$ cat src/sv/ab4i_pkg.sv
// ----------------------------------------------------------------------------
// ab4i_pkg
// Shared types, codes and fixed-point helpers of the AB4 integrator.
// ----------------------------------------------------------------------------
package ab4i_pkg;

  localparam int unsigned MaxLengthDefault = 64;
  localparam int unsigned FracBitsDefault  = 16;

  localparam logic [1:0] KIND_STAGE = 2'd0;
  localparam logic [1:0] KIND_STEP  = 2'd1;
  localparam logic [1:0] KIND_LOAD  = 2'd2;

  localparam logic [1:0] REG_STEP_SIZE  = 2'd0;
  localparam logic [1:0] REG_VECTOR_LEN = 2'd1;
  localparam logic [1:0] REG_START_TIME = 2'd2;

  localparam logic [31:0] StepSizeReset = 32'h0001_0000;

  typedef enum logic [2:0] {
    ST_IDLE, ST_RD, ST_CALC, ST_MUL, ST_RND, ST_DIV, ST_DONE
  } state_e;

  typedef enum logic [2:0] {
    OP_LOAD, OP_RK0, OP_RK1, OP_RK2, OP_RK3, OP_AB1, OP_AB2
  } op_e;

  typedef struct packed {
    logic pk_we;
    logic hist_we;
  } mem_ctl_t;

  // Saturate a wide signed value to 32 bits.
  function automatic logic signed [31:0] sat32(input logic signed [65:0] v);
    logic signed [65:0] hi;
    logic signed [65:0] lo;
    hi = 66'sh7FFF_FFFF;
    lo = -66'sh8000_0000;
    if (v > hi) return 32'sh7FFF_FFFF;
    if (v < lo) return 32'sh8000_0000;
    return v[31:0];
  endfunction

  // v / 2^s rounded to nearest, ties away from zero.
  function automatic logic signed [65:0] rnd_pow2(input logic signed [65:0] v,
                                                 input int unsigned s);
    logic [65:0] mag;
    logic [65:0] r;
    mag = v[65] ? 66'(-v) : 66'(v);
    r = (mag + (66'd1 << (s - 1))) >> s;
    return v[65] ? -$signed(r) : $signed(r);
  endfunction

endpackage

$ cat src/sv/ab4i_div3.sv
// ----------------------------------------------------------------------------
// ab4i_div3
// Serial divide by three, four quotient bits per cycle.
// ----------------------------------------------------------------------------
module ab4i_div3 (
  input  logic        clk_i,
  input  logic        rst_ni,
  input  logic        start_i,
  input  logic [63:0] dividend_i,
  output logic        done_o,
  output logic        busy_o,
  output logic [63:0] quotient_o
);
  import ab4i_pkg::*;

  logic [63:0] quo_q, quo_d;
  logic [1:0]  rem_q, rem_d;
  logic [3:0]  cnt_q;
  logic        busy_q, done_q;

  always_comb begin
    logic [2:0] r3;
    quo_d = quo_q;
    rem_d = rem_q;
    for (int k = 0; k < 4; k++) begin
      r3 = {rem_d, quo_d[63]};
      quo_d = {quo_d[62:0], r3 >= 3'd3};
      rem_d = (r3 >= 3'd3) ? 2'(r3 - 3'd3) : r3[1:0];
    end
  end

  always_ff @(posedge clk_i) begin
    if (start_i) begin
      quo_q <= dividend_i;
      rem_q <= '0;
    end else if (busy_q) begin
      quo_q <= quo_d;
      rem_q <= rem_d;
    end
  end

  always_ff @(posedge clk_i or negedge rst_ni) begin
    if (!rst_ni) begin
      busy_q <= 1'b0;
      done_q <= 1'b0;
      cnt_q  <= '0;
    end else begin
      done_q <= 1'b0;
      if (start_i) begin
        busy_q <= 1'b1;
        cnt_q  <= '0;
      end else if (busy_q) begin
        cnt_q <= cnt_q + 4'd1;
        if (cnt_q == 4'd15) begin
          busy_q <= 1'b0;
          done_q <= 1'b1;
        end
      end
    end
  end

  assign done_o     = done_q;
  assign busy_o     = busy_q;
  assign quotient_o = quo_q;

endmodule

$ cat config.mk
export PLATFORM = sky130hd
export DESIGN_NAME = ab4i_div3
export DESIGN_NICKNAME = d
export VERILOG_FILES = /design/src/sv/ab4i_pkg.sv /design/src/sv/ab4i_div3.sv
export SDC_FILE = /design/constraint.sdc
export NUM_CORES = 1
export LEC_CHECK = 0
export BUFFER_PORTS_ARGS = -buffer_cell sky130_fd_sc_hd__buf_2
export CAP_MARGIN = 20
export CORE_AREA = 2 2 67 116
export DETAILED_ROUTE_END_ITERATION = 8
export DIE_AREA = 0 0 69 118
export PLACE_DENSITY = 0.77
export SLEW_MARGIN = 20
export SYNTH_ARGS = -nofsm -noshare
export SYNTH_HDL_FRONTEND = slang
export SYNTH_SLANG_ARGS = --single-unit
$ cat constraint.sdc
create_clock -name clk_i -period 5.22 [get_ports clk_i]
set_input_delay 1.044 -clock clk_i [delete_from_list [all_inputs] [get_ports clk_i]]
set_output_delay 1.044 -clock clk_i [all_outputs]
set_load 0.05 [all_outputs]
### Word-level counts from Yosys, hierarchy flattened

Cells that the tools add are included.

* magnitude comparators: 4
* reduce and logical (&&, ||, !) cells: 1
* eq/ne operators: 1
* add/subtract/negate cells: 5
* mux-type cells: 14

Operators by type and width (number)
* 64-bit two-way mux: 2
* 3-bit by 2-bit >= comparator with 1-bit output (second input constant): 4
* 2-bit two-way mux: 4
* 4-bit two-way mux: 2
* 2-bit subtractor (second input constant): 4
* 1-bit two-way mux: 6
* 4-bit by 1-bit adder with 4-bit output (second input constant): 1
* 4-bit == test (second input constant): 1
* 2-bit nonzero test: 1

* input bits: 67
* register bits after elaboration: 72
* logic and storage cells: 30
* output and inout bits: 66

### Longest topological paths before layout

* depth in word-level cells: 9
* gate-level depth with buffers: 19
* depth with buffers taken out: 18

### Least setup slack after synthesis

No wires, ideal clock.

* kind: flip-flop to flip-flop
* from: register quo_q[63] (netlist: quotient_o[63])
* to: register rem_q[0]
* clock period less this slack: 4.265 ns
* setup time: 0.117 ns
* cell stages (with the launch flop): 20
* arrival time: 4.147 ns
* data required time: 5.103 ns
* buffers on the path: 1
* setup slack: 0.955 ns
* cells stage by stage: edfxtp_1 -> ha_1 -> or3_4 -> o21a_1 -> ha_1 -> nor3b_1 -> mux2i_1 -> nand2_1 -> and2_1 -> ha_1 -> buf_1 -> nor2_1 -> a22oi_1 -> a21boi_0 -> ha_1 -> nor2_1 -> o211a_1 -> o21ai_0 -> nand3_1 -> a32o_1

* longest elaborated chain between the ends: 8
* elaborated cells between the ends (all ways): 11
* those cells by class: add/sub (3); order compare (4); mux (4)

Ends and longest elaborated chain
* from (decl): RTL line ab4i_div3.sv:16 `logic [63:0] quo_q, quo_d;`
* from (signal assigned): RTL line ab4i_div3.sv:34 `quo_q <= dividend_i;`
* from (signal assigned): RTL line ab4i_div3.sv:37 `quo_q <= quo_d;`
* 3-bit by 2-bit >= comparator with 1-bit output / 2-bit subtractor (equally long branches): RTL line ab4i_div3.sv:28 `rem_d = (r3 >= 3'd3) ? 2'(r3 - 3'd3) : r3[1:0];`
* 2-bit two-way mux *: RTL line ab4i_div3.sv:28
* 3-bit by 2-bit >= comparator with 1-bit output / 2-bit subtractor (equally long branches): RTL line ab4i_div3.sv:28
* 2-bit two-way mux *: RTL line ab4i_div3.sv:28
* 3-bit by 2-bit >= comparator with 1-bit output / 2-bit subtractor (equally long branches): RTL line ab4i_div3.sv:28
* 2-bit two-way mux *: RTL line ab4i_div3.sv:28
* 3-bit by 2-bit >= comparator with 1-bit output *: RTL line ab4i_div3.sv:28
* 2-bit two-way mux *: RTL line ab4i_div3.sv:28
* to (signal assigned): RTL line ab4i_div3.sv:38 `rem_q <= rem_d;`
* to (decl): RTL line ab4i_div3.sv:17 `logic [1:0] rem_q, rem_d;`

Mark *: on every way between the ends. The rest lies on a longest branch, timed or not.
A chain may end at the register's enable or synchronous reset.

### Worst setup path in the final report

* from: register quo_q[63] (netlist: quotient_o[63])
* to: register quo_q[0] (netlist: quotient_o[0]), data pin

* longest elaborated chain between the ends: 9
* elaborated cells between the ends (all ways): 12
* those cells by class: add/sub (3); order compare (4); mux (5)

Ends and longest elaborated chain
* 3-bit by 2-bit >= comparator with 1-bit output / 2-bit subtractor (equally long branches): RTL line ab4i_div3.sv:28
* 2-bit two-way mux *: RTL line ab4i_div3.sv:28
* 3-bit by 2-bit >= comparator with 1-bit output / 2-bit subtractor (equally long branches): RTL line ab4i_div3.sv:28
* 2-bit two-way mux *: RTL line ab4i_div3.sv:28
* 3-bit by 2-bit >= comparator with 1-bit output / 2-bit subtractor (equally long branches): RTL line ab4i_div3.sv:28
* 2-bit two-way mux *: RTL line ab4i_div3.sv:28
* 3-bit by 2-bit >= comparator with 1-bit output *: RTL line ab4i_div3.sv:27 `quo_d = {quo_d[62:0], r3 >= 3'd3};`
* 64-bit two-way mux *: RTL line ab4i_div3.sv:36 `end else if (busy_q) begin`
* 64-bit two-way mux *: RTL line ab4i_div3.sv:33 `if (start_i) begin`

Mark *: on every way between the ends. The rest lies on a longest branch, timed or not. The select of a mux whose other input is x is not followed.

==> flow_summary.ini <==
[setup_path]
path_class = flop to flop
worstSetupStartpointType = flop
worst_ep_required_time_ns = 5.37
crit_path_frequent_cell = ha_1
worstPathMaxFanout = 9
crit_chain = ha_1 > or3_4 > o21a_1 > ha_1 > nor3b_1 > mux2i_1 > nand2_1 > and2_1 > ha_1 > nor2_1 > a22oi_1 > a21boi_0 > ha_1 > nor4_1 > o21ai_0 > nand2_1 > o31ai_1
crit_arrival_ns = 4.54
cp-end-kind = flop
slowest_delay_ns = 0.48
slowest_stage = edfxtp_1

[cts]
cts_max_path_buffers = 2
clock_latency_ns = 0.32
clk_pin_slew_ns = 0.05
cts_hold_buf = 0
cts_htree_levels = 3
cts_made_buffers = 9
cts.sinks = 72
cts_root_buf = clkbuf_16
tritoncts = done
postCtsSetupBuffers = 0
cts.repair.resized = 0

[floorplanning]
num_rows = 41
io_pins = 133
start_util = 0.464
die_h_um = 118
core_um2 = 7180
die_w_um = 69
die_area_um2 = 8140

[placed_design]
dp.cells = 428
port_buffers = 132
hpwlAfterDp_um = 5020
gp_congestion = 0.950

[global_route]
grt_pass1_vias = 2355
grt_usage = 0.173
overflow = 0
grt_antenna_before_repair = 0
grt_pass1_wl_um = 11100
grt_max_degree = 62

[logic_synthesis]
netlist_area_um2 = 3340
yosysTopAreaCell = edfxtp_1
synthFlopType = edfxtp_1
synth-edff-count = 64
synth_top_area_share = 0.576
async_flop_share = 0.0833
synth_commonest_cells = edfxtp_1, mux2_2, nor2_1, clkbuf_1
netlist_instances = 219
postSynthAreaPerCell_um2 = 15.2
synthTopCellsByArea = edfxtp_1, mux2_2, dfrtp_1
yosysMostFrequentCell = edfxtp_1
synth_cell_types = 35
yosys_warnings = 0
yosysSeqAreaShare = 0.633
syn-num-nets = 291
synth-seq-cells = 72

[routing]
wl_um = 6900
postRouteAntennaNets = 0
first_pass_iters = 4
drc_errors = 0
drtIter0Drc = 121
via_per_inst = 5.14
via_count = 2276
routedWlPerCell_um = 15.6

[layout]
areaGrowthSynthToFinish_pct = 31.3
fin_util = 0.610
drive_gt1_frac = 0.591
diodes = 0
final-instance-count-excl-fill = 443
fin_nets = 425

[sta]
fin_crit_sh = 0.841
finalSetupViolCount = 0
worst_pin_slew_ns = 0.769
hold_viol_final = 0
timing.setup.tns_ns = 0
skew_ns = 0.00521
layout_min_cycle_time_ns = 4.39
slew_violations = 0
max_freq_mhz = 228
slew_headroom = 0.488
rsz0062_at_grt = false

[min_path]
hold_path_class = flop to flop

[outcome]
outcome = finished, final reports clean

[power]
ir_worst_vdd_mv = 0.273
seqPwrFrac = 0.384
power-per-cell-area_nw_per_um2 = 459
pwr-share-comb = 0.307
p_leak_uw = 0.00190
switching_share = 0.337
total_power_uw = 2010
p_int_uw = 1330
pwr-share-clk = 0.309
power.switching_uw = 676

[job]
max_cap_viol_count = 0
-- worst max-delay path, delay by kind of cell, from the launching register on --
kind / cells / cell delay (ns)
AO/OA/AOI/OAI: 5 / 1.25
adder cells (fa/ha/maj): 4 / 1.14
flip-flops: 1 / 0.48
multiplexers: 1 / 0.19
AND/OR/NAND/NOR: 7 / 1.17
-- metrics by stage --
step	setup slack (ns)	hold WS, ns	cell area (µm²)
5_1_grt	0.382	0.537	4380
3_5_place_dp	0.863	0.524	4080
6_report	0.828	0.529	4380
4_1_cts	0.856	0.529	4380
2_1_floorplan	0.955	0.494	3340
3_3_place_gp	1.14	0.519	4080
-- layout make-up --
class / count / area, µm²
Timing Repair Buffer: 134 / 676
Sequential cell: 72 / 2110
Clock buffer: 10 / 229
Inverter: 6 / 22.5
Tap cell: 86 / 108
Multi-Input combinational cell: 130 / 1160
Clock inverter: 5 / 72.6
Fill cell: 585 / 2800
-- state kept, by name (all words and copies together) (netlist names) --
signal      cells
cnt_q           4
busy_o          1
rem_q           2
done_o          1
quotient_o     64
-- cells in the final DEF, fill, tap and decap left out, types with 2 or more instances in the layout --
cell type  count
buf_2        132
edfxtp_1      64
mux2_2        61
nor2_1        11
clkbuf_16      9
a21oi_1        6
nand2_1        6
dfrtp_1        6
inv_1          5
ha_1           5
mux2i_1        4
nor3_1         4
o21ai_0        3
o31ai_1        3
nand2b_1       3
nor4_1         3
a2111oi_0      2
nand3_1        2
xor2_1         2
clkinv_1       2
bufinv_16      2
buf_4          2
dfxtp_1        2
-- power groups by stage --
stage / sequential, µW / combinational (µW) / clock [µW]
after floorplan: 1020 / 227 / 0
after global placement: 780 / 600 / 0
after detailed placement: 782 / 615 / 0
after CTS: 773 / 619 / 630
after global routing: 784 / 654 / 654
final: 772 / 615 / 621
-- cell families after synthesis --
| group | synth area share |
|---|---|
| flops | 0.633 |
| compound gates | 0.0495 |
| simple gates | 0.0536 |
| buf+inv | 0.0191 |
| mux | 0.218 |
| xor+xnor | 0.00788 |
| fa+ha+maj | 0.0188 |
-- metal layers --
metal	track usage	wire length, µm	up-vias
li1	-	-	1111
met1	0.195	2720	1043
met2	0.288	3490	109
met3	0.0557	534	13
met4	0.0919	158	0
met5	0	0	-
-- worst paths after layout --
path	from	endpoint	slack (ns)	cells past startpoint
min in group asynchronous	rst_ni	done_o$_DFF_PN0_	0.54	1
worst min-delay path	rem_q[1]$_SDFFE_PP0P_	rem_q[1]$_SDFFE_PP0P_	0.53	2
max in group asynchronous	rst_ni	cnt_q[2]$_DFFE_PN0P_	4.54	1
worst max-delay path	quotient_o[63]$_DFFE_PP_	quotient_o[0]$_DFFE_PP_	0.83	17
worst min register to register	rem_q[1]$_SDFFE_PP0P_	rem_q[1]$_SDFFE_PP0P_	0.53	2
worst max register to register	quotient_o[63]$_DFFE_PP_	quotient_o[0]$_DFFE_PP_	0.83	17
(Power assumes the default switching activity.)
